`config.mk`:
```
export PLATFORM = sky130hd
export DESIGN_NAME = otp_awb_gain_calc
export DESIGN_NICKNAME = d
export VERILOG_FILES = /design/src/rtl/oagc_pkg.sv /design/src/rtl/otp_awb_gain_calc.sv /design/src/rtl/oagc_div.sv
export SDC_FILE = /design/constraint.sdc
export NUM_CORES = 1
export LEC_CHECK = 0
export ABC_AREA = 1
export BUFFER_PORTS_ARGS = -buffer_cell sky130_fd_sc_hd__buf_2
export CORE_ASPECT_RATIO = 0.6
export CORE_MARGIN = 1.5
export CORE_UTILIZATION = 40
export CTS_BUF_LIST = sky130_fd_sc_hd__clkbuf_16
export CTS_CLUSTER_DIAMETER = 200
export DETAILED_ROUTE_END_ITERATION = 8
export GPL_ROUTABILITY_DRIVEN = 0
export PLACE_DENSITY_LB_ADDON = 0.12
export SYNTH_ARGS = -nofsm -noshare
export SYNTH_HDL_FRONTEND = slang
export SYNTH_SLANG_ARGS = --single-unit
```
`constraint.sdc`:
```
create_clock -name clk_i -period 6.38 [get_ports clk_i]
set_input_delay 0.319 -clock clk_i [delete_from_list [all_inputs] [get_ports clk_i]]
set_output_delay 0.319 -clock clk_i [all_outputs]
set_load 0.05 [all_outputs]
```
`src/rtl/oagc_pkg.sv`:
```
// Shared types and constants of the calibration-record white-balance gain calculator.
// Used by oagc_div and otp_awb_gain_calc; depends on nothing else.
package oagc_pkg;

  // Record layout: flag byte, checksum byte, then the data bytes.
  localparam int unsigned BYTE_W      = 8;
  localparam int unsigned POS_W       = 5;
  localparam int unsigned OFF_W       = 4;
  localparam int unsigned FIRST_DATA  = 2;
  localparam logic [POS_W-1:0] LAST_POS = 5'd31;

  // Data byte indexes of the red and blue values (high byte first).
  localparam int unsigned RED_HI_IDX  = 6;
  localparam int unsigned RED_LO_IDX  = 7;
  localparam int unsigned BLUE_HI_IDX = 8;
  localparam int unsigned BLUE_LO_IDX = 9;

  localparam logic [BYTE_W-1:0] FLAG_MASK  = 8'hC0;
  localparam logic [BYTE_W-1:0] FLAG_VALID = 8'h40;
  localparam logic [1:0]        HI_MASK    = 2'h3;

  // Configuration register indexes.
  localparam logic REG_GOLDEN_RED  = 1'b0;
  localparam logic REG_GOLDEN_BLUE = 1'b1;

  // Arithmetic widths.
  localparam int unsigned SUM_W   = 12;
  localparam int unsigned VAL_W   = 10;
  localparam int unsigned GAIN_W  = 16;
  localparam int unsigned QUOT_W  = 32;
  localparam int unsigned FRAC_W  = 8;
  localparam int unsigned NUM_W   = QUOT_W + VAL_W;
  localparam logic [GAIN_W-1:0] UNITY = 16'h0100;
  localparam logic [8:0]        MOD_BASE = 9'd255;

  // Result packing.
  localparam int unsigned STAT_W  = 2;
  localparam int unsigned RES_W   = STAT_W + 3 * GAIN_W;
  localparam int unsigned TDATA_W = ((RES_W + 7) / 8) * 8;

  // Record selection: none, first or second record.
  localparam logic [1:0] GRP_NONE   = 2'd0;
  localparam logic [1:0] GRP_FIRST  = 2'd1;
  localparam logic [1:0] GRP_SECOND = 2'd2;

  typedef enum logic [1:0] {
    STAT_OK         = 2'd0,
    STAT_CHECK_FAIL = 2'd1,
    STAT_ZERO       = 2'd2,
    STAT_SHORT      = 2'd3
  } oagc_status_e;

  // Which values fall below their golden references.
  typedef enum logic [1:0] {
    BR_BOTH_LOW,
    BR_BLUE_LOW,
    BR_RED_LOW,
    BR_BOTH_HIGH
  } oagc_branch_e;

  typedef enum logic [2:0] {
    ST_LOAD,
    ST_CHECK,
    ST_START,
    ST_WAIT,
    ST_DONE
  } oagc_state_e;

endpackage

```
`src/rtl/otp_awb_gain_calc.sv`:
```
// White-balance gain calculator fed from a calibration byte load.
// Depends on oagc_pkg and instantiates the shared divider oagc_div.
//
// Use: calibration bytes enter on the s_axis stream one per request, in address
// order; s_axis_tlast marks the final byte of the load. Two 16-byte records are
// parsed on the fly (flag, checksum, data bytes), so a byte is taken every cycle.
// After the last byte the block drops s_axis_tready, checks the chosen record in
// ST_CHECK and then runs two or three divisions on one shared restoring divider,
// 42 quotient bits at one bit per cycle. A failed status skips the divisions and
// goes straight to the result; otherwise two divisions run, or three when both
// values are at or above their references.
// The result (status and three 8.8 gains) sits in an output register on m_axis;
// while the receiver stalls, the block holds it and waits with the next result,
// then clears its load state and takes bytes again.
// The user must write the golden references through cfg_we_i/cfg_idx_i/cfg_wdata_i
// only while idle; the block does not enforce it. Reset clears the load state,
// empties the output register and sets the golden references to 604 (red) and 615 (blue).
module otp_awb_gain_calc
  import oagc_pkg::*;
#(
  parameter int unsigned DATA_BYTES = 14
) (
  input  logic               clk_i,
  input  logic               rst_ni,
  // Configuration writes.
  input  logic               cfg_we_i,
  input  logic               cfg_idx_i,
  input  logic [VAL_W-1:0]   cfg_wdata_i,
  // Byte stream in.
  input  logic               s_axis_tvalid,
  output logic               s_axis_tready,
  input  logic [BYTE_W-1:0]  s_axis_tdata,   // otp_byte
  input  logic               s_axis_tlast,   // byte_last
  // Result stream out.
  output logic               m_axis_tvalid,
  input  logic               m_axis_tready,
  output logic [TDATA_W-1:0] m_axis_tdata    // status, red_gain, green_gain, blue_gain, pad
);

  localparam logic [POS_W-1:0] DATA_END  = POS_W'(FIRST_DATA + DATA_BYTES);
  localparam logic [POS_W-1:0] END_FIRST = POS_W'(1 + DATA_BYTES);
  localparam logic [POS_W-1:0] END_SECOND = POS_W'(17 + DATA_BYTES);

  // Configuration registers.
  logic [VAL_W-1:0] golden_red_q, golden_blue_q;

  always_ff @(posedge clk_i or negedge rst_ni) begin
    if (!rst_ni) begin
      golden_red_q  <= 10'd604;
      golden_blue_q <= 10'd615;
    end else if (cfg_we_i) begin
      if (cfg_idx_i == REG_GOLDEN_RED) begin
        golden_red_q <= cfg_wdata_i;
      end else begin
        golden_blue_q <= cfg_wdata_i;
      end
    end
  end

  oagc_state_e  state_q, state_d;
  oagc_branch_e branch_q, branch_d;
  oagc_status_e status_q, status_d;

  logic [POS_W-1:0]  pos_q, pos_d;
  logic [POS_W-1:0]  last_idx_q, last_idx_d;
  logic              load_full_q, load_full_d;
  logic [1:0]        chosen_q, chosen_d;
  logic [SUM_W-1:0]  sum_q, sum_d;
  logic [BYTE_W-1:0] check_q, check_d;
  logic [VAL_W-1:0]  red_q, red_d;
  logic [VAL_W-1:0]  blue_q, blue_d;
  logic [1:0]        step_q, step_d;
  logic              pick_b_q, pick_b_d;
  logic [QUOT_W-1:0] ratio_q, ratio_d;
  logic [QUOT_W-1:0] ratio2_q, ratio2_d;
  logic [GAIN_W-1:0] gain_r_q, gain_r_d;
  logic [GAIN_W-1:0] gain_g_q, gain_g_d;
  logic [GAIN_W-1:0] gain_b_q, gain_b_d;
  logic              out_valid_q, out_valid_d;
  logic [TDATA_W-1:0] out_data_q, out_data_d;

  logic              in_acc;
  logic              out_free;
  logic [OFF_W-1:0]  off;
  logic [1:0]        rec_grp;
  logic [1:0]        chosen_take;

  // Checksum and status evaluation.
  logic [8:0]        mod_t;
  logic [8:0]        mod_r;
  logic [8:0]        chk_sum;
  logic [POS_W-1:0]  rec_end;
  oagc_status_e      status_eval;

  // Divider operand selection.
  logic              div_start;
  logic              div_done;
  logic [QUOT_W-1:0] div_quot;
  logic [NUM_W-1:0]  div_num;
  logic [VAL_W-1:0]  div_den;
  logic              use_prod;
  logic [VAL_W-1:0]  shift_src;
  logic [QUOT_W-1:0] mul_a;
  logic [VAL_W-1:0]  mul_b;
  logic [NUM_W-1:0]  product;
  logic              finish;

  assign s_axis_tready = (state_q == ST_LOAD);
  assign in_acc        = s_axis_tvalid && s_axis_tready;
  assign out_free      = !out_valid_q || m_axis_tready;
  assign off           = pos_q[OFF_W-1:0];
  assign rec_grp       = pos_q[POS_W-1] ? GRP_SECOND : GRP_FIRST;

  // The sum reduced mod 255: 256 is one mod 255, so fold the high nibble in.
  assign mod_t   = {5'd0, sum_q[SUM_W-1:BYTE_W]} + {1'b0, sum_q[BYTE_W-1:0]};
  assign mod_r   = (mod_t >= MOD_BASE) ? (mod_t - MOD_BASE) : mod_t;
  assign chk_sum = mod_r + 9'd1;
  assign rec_end = (chosen_q == GRP_FIRST) ? END_FIRST : END_SECOND;

  always_comb begin
    status_eval = STAT_OK;
    if (chosen_q == GRP_NONE) begin
      status_eval = (last_idx_q < 5'd16) ? STAT_SHORT : STAT_CHECK_FAIL;
    end else if (last_idx_q < rec_end) begin
      status_eval = STAT_SHORT;
    end else if (chk_sum != {1'b0, check_q}) begin
      status_eval = STAT_CHECK_FAIL;
    end else if (red_q == '0 || blue_q == '0) begin
      status_eval = STAT_ZERO;
    end
  end

  // Divider operands for each branch and step.
  always_comb begin
    use_prod  = 1'b0;
    shift_src = blue_q;
    div_den   = golden_blue_q;
    mul_a     = {16'd0, ratio_q[GAIN_W-1:0]};
    mul_b     = golden_blue_q;
    case (branch_q)
      BR_BOTH_LOW: begin
        if (step_q == 2'd0) begin
          shift_src = golden_blue_q;
          div_den   = blue_q;
        end else begin
          shift_src = golden_red_q;
          div_den   = red_q;
        end
      end
      BR_BLUE_LOW: begin
        if (step_q == 2'd0) begin
          shift_src = red_q;
          div_den   = golden_red_q;
        end else begin
          use_prod = 1'b1;
          mul_b    = golden_blue_q;
          div_den  = blue_q;
        end
      end
      BR_RED_LOW: begin
        if (step_q == 2'd0) begin
          shift_src = blue_q;
          div_den   = golden_blue_q;
        end else begin
          use_prod = 1'b1;
          mul_b    = golden_red_q;
          div_den  = red_q;
        end
      end
      default: begin
        if (step_q == 2'd0) begin
          shift_src = blue_q;
          div_den   = golden_blue_q;
        end else if (step_q == 2'd1) begin
          shift_src = red_q;
          div_den   = golden_red_q;
        end else begin
          use_prod = 1'b1;
          if (pick_b_q) begin
            mul_a   = ratio_q;
            mul_b   = golden_red_q;
            div_den = red_q;
          end else begin
            mul_a   = ratio2_q;
            mul_b   = golden_blue_q;
            div_den = blue_q;
          end
        end
      end
    endcase
  end

  // The product lands in the divider's numerator register.
  assign product = NUM_W'(mul_a) * NUM_W'(mul_b);
  assign div_num = use_prod ? product
                            : {{(NUM_W - VAL_W - FRAC_W){1'b0}}, shift_src, {FRAC_W{1'b0}}};
  assign div_start = (state_q == ST_START);

  oagc_div #(
    .NUM_W  (NUM_W),
    .DEN_W  (VAL_W),
    .QUOT_W (QUOT_W)
  ) u_div (
    .clk_i   (clk_i),
    .rst_ni  (rst_ni),
    .start_i (div_start),
    .num_i   (div_num),
    .den_i   (div_den),
    .done_o  (div_done),
    .quot_o  (div_quot)
  );

  // Sequencer, byte parsing and result hand-off.
  always_comb begin
    state_d     = state_q;
    branch_d    = branch_q;
    status_d    = status_q;
    pos_d       = pos_q;
    last_idx_d  = last_idx_q;
    load_full_d = load_full_q;
    chosen_d    = chosen_q;
    sum_d       = sum_q;
    check_d     = check_q;
    red_d       = red_q;
    blue_d      = blue_q;
    step_d      = step_q;
    pick_b_d    = pick_b_q;
    ratio_d     = ratio_q;
    ratio2_d    = ratio2_q;
    gain_r_d    = gain_r_q;
    gain_g_d    = gain_g_q;
    gain_b_d    = gain_b_q;
    out_valid_d = out_valid_q;
    out_data_d  = out_data_q;
    chosen_take = chosen_q;
    finish      = 1'b0;

    if (m_axis_tready) begin
      out_valid_d = 1'b0;
    end

    unique case (state_q)
      ST_LOAD: begin
        if (in_acc) begin
          if (!load_full_q) begin
            // Pick the first record whose flag top bits are 01.
            if (off == '0 && chosen_q == GRP_NONE &&
                (s_axis_tdata & FLAG_MASK) == FLAG_VALID) begin
              chosen_take = rec_grp;
            end
            chosen_d = chosen_take;
            if (chosen_take == rec_grp) begin
              if (off == OFF_W'(1)) begin
                check_d = s_axis_tdata;
              end else if (off >= OFF_W'(FIRST_DATA) && {1'b0, off} < DATA_END) begin
                sum_d = sum_q + {{(SUM_W - BYTE_W){1'b0}}, s_axis_tdata};
                if (off == OFF_W'(FIRST_DATA + RED_HI_IDX)) begin
                  red_d[VAL_W-1:BYTE_W] = s_axis_tdata[1:0] & HI_MASK;
                end else if (off == OFF_W'(FIRST_DATA + RED_LO_IDX)) begin
                  red_d[BYTE_W-1:0] = s_axis_tdata;
                end else if (off == OFF_W'(FIRST_DATA + BLUE_HI_IDX)) begin
                  blue_d[VAL_W-1:BYTE_W] = s_axis_tdata[1:0] & HI_MASK;
                end else if (off == OFF_W'(FIRST_DATA + BLUE_LO_IDX)) begin
                  blue_d[BYTE_W-1:0] = s_axis_tdata;
                end
              end
            end
            if (pos_q == LAST_POS) begin
              load_full_d = 1'b1;
            end else begin
              pos_d = pos_q + 1'b1;
            end
          end
          last_idx_d = pos_q;
          if (s_axis_tlast) begin
            state_d = ST_CHECK;
          end
        end
      end
      ST_CHECK: begin
        status_d = status_eval;
        step_d   = 2'd0;
        gain_r_d = UNITY;
        gain_g_d = UNITY;
        gain_b_d = UNITY;
        if (blue_q < golden_blue_q) begin
          branch_d = (red_q < golden_red_q) ? BR_BOTH_LOW : BR_BLUE_LOW;
        end else begin
          branch_d = (red_q < golden_red_q) ? BR_RED_LOW : BR_BOTH_HIGH;
        end
        state_d = (status_eval == STAT_OK) ? ST_START : ST_DONE;
      end
      ST_START: begin
        state_d = ST_WAIT;
      end
      ST_WAIT: begin
        if (div_done) begin
          case (branch_q)
            BR_BOTH_LOW: begin
              if (step_q == 2'd0) begin
                gain_b_d = div_quot[GAIN_W-1:0];
              end else begin
                gain_r_d = div_quot[GAIN_W-1:0];
                finish   = 1'b1;
              end
            end
            BR_BLUE_LOW: begin
              if (step_q == 2'd0) begin
                gain_g_d = div_quot[GAIN_W-1:0];
                ratio_d  = div_quot;
              end else begin
                gain_b_d = div_quot[GAIN_W-1:0];
                finish   = 1'b1;
              end
            end
            BR_RED_LOW: begin
              if (step_q == 2'd0) begin
                gain_g_d = div_quot[GAIN_W-1:0];
                ratio_d  = div_quot;
              end else begin
                gain_r_d = div_quot[GAIN_W-1:0];
                finish   = 1'b1;
              end
            end
            default: begin
              if (step_q == 2'd0) begin
                ratio_d = div_quot;
              end else if (step_q == 2'd1) begin
                ratio2_d = div_quot;
                pick_b_d = (ratio_q > div_quot);
              end else begin
                // The larger ratio sets green; its channel stays at unity.
                if (pick_b_q) begin
                  gain_g_d = ratio_q[GAIN_W-1:0];
                  gain_r_d = div_quot[GAIN_W-1:0];
                end else begin
                  gain_g_d = ratio2_q[GAIN_W-1:0];
                  gain_b_d = div_quot[GAIN_W-1:0];
                end
                finish = 1'b1;
              end
            end
          endcase
          step_d  = step_q + 1'b1;
          state_d = finish ? ST_DONE : ST_START;
        end
      end
      ST_DONE: begin
        if (out_free) begin
          out_valid_d = 1'b1;
          if (status_q == STAT_OK) begin
            out_data_d = {{(TDATA_W - RES_W){1'b0}}, gain_b_q, gain_g_q, gain_r_q, status_q};
          end else begin
            out_data_d = {{(TDATA_W - STAT_W){1'b0}}, status_q};
          end
          // Load state returns to reset once the result enters the output register.
          pos_d       = '0;
          last_idx_d  = '0;
          load_full_d = 1'b0;
          chosen_d    = GRP_NONE;
          sum_d       = '0;
          check_d     = '0;
          red_d       = '0;
          blue_d      = '0;
          state_d     = ST_LOAD;
        end
      end
      default: begin
        state_d = ST_LOAD;
      end
    endcase
  end

  // Control and load state.
  always_ff @(posedge clk_i or negedge rst_ni) begin
    if (!rst_ni) begin
      state_q     <= ST_LOAD;
      branch_q    <= BR_BOTH_LOW;
      status_q    <= STAT_OK;
      pos_q       <= '0;
      last_idx_q  <= '0;
      load_full_q <= 1'b0;
      chosen_q    <= GRP_NONE;
      sum_q       <= '0;
      check_q     <= '0;
      red_q       <= '0;
      blue_q      <= '0;
      step_q      <= '0;
      pick_b_q    <= 1'b0;
      out_valid_q <= 1'b0;
    end else begin
      state_q     <= state_d;
      branch_q    <= branch_d;
      status_q    <= status_d;
      pos_q       <= pos_d;
      last_idx_q  <= last_idx_d;
      load_full_q <= load_full_d;
      chosen_q    <= chosen_d;
      sum_q       <= sum_d;
      check_q     <= check_d;
      red_q       <= red_d;
      blue_q      <= blue_d;
      step_q      <= step_d;
      pick_b_q    <= pick_b_d;
      out_valid_q <= out_valid_d;
    end
  end

  // Gain datapath and result payload.
  always_ff @(posedge clk_i) begin
    ratio_q    <= ratio_d;
    ratio2_q   <= ratio2_d;
    gain_r_q   <= gain_r_d;
    gain_g_q   <= gain_g_d;
    gain_b_q   <= gain_b_d;
    out_data_q <= out_data_d;
  end

  assign m_axis_tvalid = out_valid_q;
  assign m_axis_tdata  = out_data_q;

  // A failed result never carries gains.
  assert property (@(posedge clk_i) disable iff (!rst_ni)
    (m_axis_tvalid && (m_axis_tdata[STAT_W-1:0] != STAT_OK))
      |-> (m_axis_tdata[TDATA_W-1:STAT_W] == '0))
    else $error("failed result carries nonzero gains");

  // Once the load is full the byte position rests on the last byte.
  assert property (@(posedge clk_i) disable iff (!rst_ni)
    load_full_q |-> (pos_q == LAST_POS))
    else $error("load full with byte position off the last byte");

  // The divider only finishes while the sequencer waits for it.
  assert property (@(posedge clk_i) disable iff (!rst_ni)
    div_done |-> (state_q == ST_WAIT))
    else $error("divider finished outside the wait state");

  // Only the two records can be chosen.
  assert property (@(posedge clk_i) disable iff (!rst_ni)
    (chosen_q == GRP_NONE) || (chosen_q == GRP_FIRST) || (chosen_q == GRP_SECOND))
    else $error("invalid record selection");

endmodule

```
`src/rtl/oagc_div.sv`:
```
// Iterative restoring divider, one quotient bit per cycle, for the gain calculator.
// Imports oagc_pkg but uses nothing from it; self-contained arithmetic.
module oagc_div
  import oagc_pkg::*;
#(
  parameter int unsigned NUM_W  = 42,
  parameter int unsigned DEN_W  = 10,
  parameter int unsigned QUOT_W = 32
) (
  input  logic              clk_i,
  input  logic              rst_ni,
  input  logic              start_i,
  input  logic [NUM_W-1:0]  num_i,
  input  logic [DEN_W-1:0]  den_i,
  output logic              done_o,
  output logic [QUOT_W-1:0] quot_o
);

  localparam int unsigned CNT_W = $clog2(NUM_W);

  logic              busy_q, busy_d;
  logic              done_q, done_d;
  logic [CNT_W-1:0]  cnt_q, cnt_d;
  logic [NUM_W-1:0]  num_q, num_d;
  logic [DEN_W-1:0]  den_q, den_d;
  logic [DEN_W-1:0]  rem_q, rem_d;
  logic [QUOT_W-1:0] quot_q, quot_d;

  logic [DEN_W:0]    rem_sh;
  logic [DEN_W:0]    rem_diff;
  logic              rem_ge;

  // One restoring step: shift in the next numerator bit, subtract if it fits.
  // A zero divisor always fits, so the quotient comes out all ones.
  assign rem_sh   = {rem_q, num_q[NUM_W-1]};
  assign rem_ge   = (rem_sh >= {1'b0, den_q});
  assign rem_diff = rem_sh - {1'b0, den_q};

  always_comb begin
    busy_d = busy_q;
    done_d = 1'b0;
    cnt_d  = cnt_q;
    num_d  = num_q;
    den_d  = den_q;
    rem_d  = rem_q;
    quot_d = quot_q;
    if (start_i) begin
      busy_d = 1'b1;
      cnt_d  = CNT_W'(NUM_W - 1);
      num_d  = num_i;
      den_d  = den_i;
      rem_d  = '0;
      quot_d = '0;
    end else if (busy_q) begin
      num_d  = {num_q[NUM_W-2:0], 1'b0};
      rem_d  = rem_ge ? rem_diff[DEN_W-1:0] : rem_sh[DEN_W-1:0];
      quot_d = {quot_q[QUOT_W-2:0], rem_ge};
      cnt_d  = cnt_q - 1'b1;
      if (cnt_q == '0) begin
        busy_d = 1'b0;
        done_d = 1'b1;
      end
    end
  end

  // Control state.
  always_ff @(posedge clk_i or negedge rst_ni) begin
    if (!rst_ni) begin
      busy_q <= 1'b0;
      done_q <= 1'b0;
      cnt_q  <= '0;
    end else begin
      busy_q <= busy_d;
      done_q <= done_d;
      cnt_q  <= cnt_d;
    end
  end

  // Datapath registers.
  always_ff @(posedge clk_i) begin
    num_q  <= num_d;
    den_q  <= den_d;
    rem_q  <= rem_d;
    quot_q <= quot_d;
  end

  assign done_o = done_q;
  assign quot_o = quot_q;

endmodule
```
# [After elaboration in Yosys (flattened, before gate mapping)]
# Index checks and enable logic that the tools add are counted.
# Widths: inputs -> output; s select.
[classes] eq_ne=48 muxes=136 bitwise_logic=4 reduce_logical=42 add_sub_neg=8 magnitude_cmp=8 multipliers=1
[ops] op="$mux 10" count=27
[ops] op="$mux 16" count=14
[ops] op="$pmux 16 s2" count=5
[ops] op="$mux 32" count=4
[ops] op="$mux 42" count=3
[ops] op="$mux 12" count=6
[ops] op="$mux 8" count=9
[ops] op="$pmux 10 s2" count=3
[ops] op="$pmux 10 s3" count=2
[ops] op="$pmux 16 s3" count=1
[ops] op="$mul 32x10->42" count=1
[ops] op="$mux 2" count=17
[ops] op="$gt 32x32->1" count=1
[ops] op="$mux 5" count=6
[ops] op="$ne 3x3->1 const B" count=8
[ops] op="$pmux 12 s2" count=1
[ops] op="$ne 2x2->1 const B" count=11
[ops] op="$mux 1" count=21
[ops] op="$logic_not 10->1" count=2
[ops] op="$lt 10x10->1" count=2
[ops] op="$ne 2x1->1 const B" count=10
[ops] op="$pmux 5 s2" count=2
[ops] op="$mux 3" count=6
[ops] op="$reduce_and 6->1" count=3
[ops] op="other kinds (50)" count=82
[totals] input_bits=25 ff_bits=354 out_inout_bits=58 wordCells=279

# [Logic depth before layout (Yosys ltp)]
[logic_depth] word_depth=12 mapped_depth=41

# [By module]
# A second synthesis with hierarchy kept.
[hier_totals] cells_unflattened=3394 area_unflattened_um2=28096.9
[modules_own_cells] module="otp_awb_gain_calc" cells_each=2888 instances=1 seq_area_each_um2=6980.4 area_per_inst_um2=23626.4
[modules_own_cells] module="oagc_div" cells_each=506 instances=1 seq_area_each_um2=2602.5 area_per_inst_um2=4470.5

# [Worst setup path before layout]
# Ideal clock, no wire load.
[synth_timing] path_kind="register to register" startpoint="register step_q[0]" endpoint="register u_div.num_q[39], data pin" path_slack_ns=-0.622 required_time_ns=6.126 n_path_buf=2 stages_incl_launch_ff=41 t_arrival_ns=6.749 synth_period_minus_slack_ns=7.002 setup_ns=0.254 cell_sequence="dfrtp_1 inv_1 ha_1 clkinv_1 nand2_1 nor2_1 inv_1 clkbuf_1 a21oi_1 o21ai_0 nand2_1 inv_1 clkbuf_1 nand2_1 fa_1 inv_1 fa_1 inv_1 (+5 left out) inv_1 ha_1 nand2_1 o21ai_0 a21oi_1 o21ai_0 nand2_1 nand2_1 a21oi_1 inv_1 nand2_1 nand2_1 nand2_1 o2111ai_1 a21oi_1 or2_2 nand3_1 nand2_1"
[synth_between] elab_chain_cells=7 word_cells_on_any_way=16 classes_between="1 x mul; 1 x eq/ne; 13 x mux; 1 x reduce/logical"
[synth_rtl] element="start: declaration" line_no="otp_awb_gain_calc.sv:72" rtl="logic [1:0] step_q, step_d;"
[synth_rtl] element="start signal: assignment" line_no="otp_awb_gain_calc.sv:403" rtl="step_q <= step_d;"
[synth_rtl] element="$eq 2x1->1" line_no="otp_awb_gain_calc.sv:174" rtl="end else if (step_q == 2'd1) begin"
[synth_rtl] element="$mux 10 or $mux 32 (tied branches)" line_no="otp_awb_gain_calc.sv:174"
[synth_rtl] element="$mux 10 or $mux 32 (tied branches)" line_no="otp_awb_gain_calc.sv:171" rtl="if (step_q == 2'd0) begin"
[synth_rtl] element="$pmux 10 s2 or $mux 32 (tied branches)" line_no="otp_awb_gain_calc.sv:140" rtl="case (branch_q)"
[synth_rtl] element="$mul 32x10->42" line_no="otp_awb_gain_calc.sv:194" rtl="assign product = NUM_W'(mul_a) * NUM_W'(mul_b);"
[synth_rtl] element="$mux 42 (*)" line_no="otp_awb_gain_calc.sv:195" rtl="assign div_num = use_prod ? product"
[synth_rtl] element="$mux 42 (*)" line_no="oagc_div.sv:47" rtl="if (start_i) begin"
[synth_rtl] element="via u_div.num_d[39]" line_no="oagc_div.sv:24" rtl="logic [NUM_W-1:0] num_q, num_d;"
[synth_rtl] element="end signal: assignment" line_no="oagc_div.sv:81" rtl="num_q <= num_d;"
[synth_rtl] element="end: declaration" line_no="oagc_div.sv:24"
# Mark *: on every way through the listed nets, which the timed path passes. The rest lies on a longest branch.
# A chain may end at the register's enable or synchronous reset.

# [Worst setup path in the final report]
[layout_timing] startpoint="register step_q[1]" endpoint="register u_div.num_q[38], data pin"
# Same word-level chain as after synthesis.

==> qor.yml <==
run_status:
  status: "finished with violations"
  violations: "setup timing"
pwr:
  p_per_area_mw_per_mm2: 145.1
  ir_drop_mv: 0.1498
  p_leak_nw: 17.43
cts:
  insertion_delay_ns: 0.59
  root_buffer: "clkbuf_16"
  cts_made_buffers: 37
  clock_path_buffers: 3
  htree_num_levels: 2
  clk_pin_slew_ns: 0.06
  cts_tree: "yes"
  clock-sinks: 348
detailed_routing:
  wl_per_cell_um: 19.33
  ant_nets: 0
  drc: 0
  finalWirelength_um: 91610
  drt_iter0_markers: 2478
  viasPerCell: 5.272
  via_count: 24990
  first_pass_iters: 5
synth:
  synth-edff-count: 214
  postSynth.asyncResetShare_pct: 26.44
  syn_inst: 3301
  synthSimpleGateAreaFrac_pct: 16.86
  yosys_warnings: 0
  yosysSeqAreaShare_pct: 34.38
  synth_cell_type_count: 60
  avgSynthCellArea_um2: 8.443
  synth_flop_cell: "edfxtp_1"
  synth_adder_area_share_pct: 24.90
  synth_area_leader_cell: "edfxtp_1"
  synth_compound_area_share_pct: 12.99
  synth_area_mm2: 0.02787
  synthXorXnorAreaFrac_pct: 0.9068
  synth_top_area_share_pct: 23.06
  ys_top_cells_by_area: "edfxtp_1 23%, fa_1 17%, nand2_1 8.5%"
  synth_top_family_by_area: "adder cells"
  synthMuxAreaShare_pct: 0
  ys_ff_latch: 348
layout:
  fin_area_mm2: 0.03648
  finalNetCount: 4233
  drive_above_1_share_pct: 26.03
  syn2layout_area_growth_pct: 30.88
placement:
  dpl_cell_area_mm2: 0.03234
  pre_cts_slack_ns: -0.9227
  port_buffers: 76
  hpwl_um: 68540
sta:
  worst_slew_pin_slew_ns: 1.108
  fin_hold_ws_ns: 0.03605
  period_share_pct: 106.8
  hold_violations: 0
  relSlewSlack_pct: 26.12
  drv_slew: 0
  setup_violations: 24
  rsz0062_at_grt: "yes"
  fmax_mhz: 146.8
  fin_skew_ns: 0.02477
  finalCriticalPeriod_ns: 6.812
  timing.final.ws_setup_ns: -0.4316
floorplanning:
  die_w_um: 343.8
  die_h_um: 207.5
  rows: 74
  core_mm2: 0.06852
  io_pins: 83
  die_area_mm2: 0.07132
  start_util_pct: 40.68
critical_path:
  crit_arrival_ns: 7.14
  end_kind: "flip-flop"
  slowest_delay_ns: 0.55
  cp_common_cell: "buf_4"
  crit_fanout: 8
  worstSetupPathType: "reg -> reg"
  required_ns: 6.71
  startpoint_type: "flip-flop"
  cpMaxStageDelayCell: "fa_1"
global_routing:
  grt_use_total_pct: 25.94
  grt_pass1_vias: 25019
  grt_pass1_wl_um: 144300
  antenna_found_initial: 2
  grt_start_max_net_pins: 57
  gr-total-overflow: 0
flow_run:
  drv_cap: 0
hold_path:
  hold_class: "in -> reg"
-- logic make-up after synthesis --
logic type                 count (synthesis)
and+or+nand+nor                         1160
buffers and inverters                    733
AOI/OAI and AO/OA                        621
adders and majority gates                410
DFF                                      348
xor gates and xnor gates                  28
other                                      1
-- cell usage in the layout (no fill, tap or decap), types with 22 or more instances in the layout --
cell type  Yosys  routed
buf_4          6     399
dfrtp_1       81      81
buf_2          1      75
ha_4           0      29
inv_2          4      40
a21oi_2        0      40
ha_1         169     139
o21ai_1       20      29
dfxtp_1       42      42
nor2_2         6      42
edfxtp_1     214     214
a21oi_1      195     146
o21ai_0      220     172
nand3_1       79      75
inv_1        610     561
a211oi_1      24      22
a22oi_1       35      35
buf_6          0      27
nand2_1      632     576
nand2_2       11      54
buf_12         0      44
nor2_1       368     312
nor2_4         6      26
fa_1         241     228
clkbuf_16      0      37
-- flip-flops by register name, indices dropped and copies added (netlist names), 3 cells and up --
register	flops
golden_red_q	10
u_div.quot_o	32
sum_q	12
gain_r_q	16
ratio2_q	32
check_q	8
pos_q	5
blue_q	10
u_div.rem_q	10
u_div.cnt_q	6
state_q	3
last_idx_q	5
red_q	10
gain_b_q	16
u_div.den_q	10
golden_blue_q	10
m_axis_tdata	50
ratio_q	32
gain_g_q	16
u_div.num_q	42
-- critical path, delay by kind of cell, from the launching register on --
| family | cells | cell delay (ns) |
|---|---|---|
| fa+ha+maj | 7 | 2.61 |
| simple gates | 8 | 0.69 |
| flops | 1 | 0.41 |
| buf+inv | 14 | 1.58 |
| compound gates | 9 | 1.26 |
-- synth_stat cells, drive strengths merged (4+ instances only) --
cell type,count
nand4,17
nand3,83
o21ai,240
o31ai,9
o41ai,4
nor4,6
buf,8
a32o,6
ha,169
dfstp,11
xor2,19
o21bai,10
nor3,19
a21oi,195
o211ai,14
dfrtp,81
a21o,5
a31oi,14
fa,241
a21boi,4
o221ai,26
clkbuf,104
edfxtp,214
clkinv,7
inv,614
a211oi,24
nor2,380
o21a,6
a22oi,35
xnor2,9
o22ai,10
dfxtp,42
nand2,645
-- report_power, final --
part	switching, mW	internal (mW)	total (mW)
combinational	0.377	0.286	0.663
clock	0.967	1.23	2.20
sequential	0.0334	2.40	2.43
-- metal layers --
| layer | part of all wire (%) | track usage, % | vias to the layer above |
|---|---|---|---|
| met5 | 0.014 | 0 | - |
| met4 | 1.3 | 4.310 | 2 |
| met3 | 11 | 7.784 | 100 |
| met2 | 38 | 33.33 | 1010 |
| met1 | 50 | 42.18 | 12235 |
| li1 | - | - | 11643 |
-- cell type report --
cell class	count	area (µm²)
multi-input cells	2225	17250
flip-flops and latches	348	9583
clock inverters	31	272.8
well taps	912	1141
fillers	6315	32040
clock buffers	37	925.9
inverters	621	2421
diodes	1	2.502
repair buffers	565	4886
-- metrics by stage --
step	util, %	setup TNS (ns)	power, mW	cells
after floorplan	-	0	2.695	3306
after CTS	51.88	-3.708	5.295	4715
final	53.24	-5.604	5.291	4740
after detailed placement	47.20	-17.55	2.954	4550
after global routing	53.24	-12.96	5.477	4739
after global placement	47.20	-15.73	2.945	4550
-- path summary, 6_finish.rpt --
| check | startpoint | to | slack, ns | cells past startpoint |
|---|---|---|---|---|
| setup / recovery | step_q[1] | u_div.num_q[38] | -0.43 | 38 |
| hold / removal | cfg_wdata_i[8] | golden_red_q[8] | 0.04 | 3 |
| setup reg to reg | step_q[1] | u_div.num_q[38] | -0.43 | 38 |
| hold reg to reg | u_div.rem_q[9] | u_div.rem_q[9] | 0.46 | 2 |
| max in group asynchronous | rst_ni | status_q[1] | 4.98 | 3 |
| min in group asynchronous | rst_ni | check_q[5] | 0.26 | 2 |
-- repair_timing --
action                                  4_1_cts  5_1_grt
endpoints found under the hold margin        40        0
pin swaps                                    76      150
resized for setup                           260      206
hold buffers                                 10        0
endpoints found under the setup margin       30       34
cloned                                        7        0
setup buffers                                83       38
(Power assumes the default switching activity.)
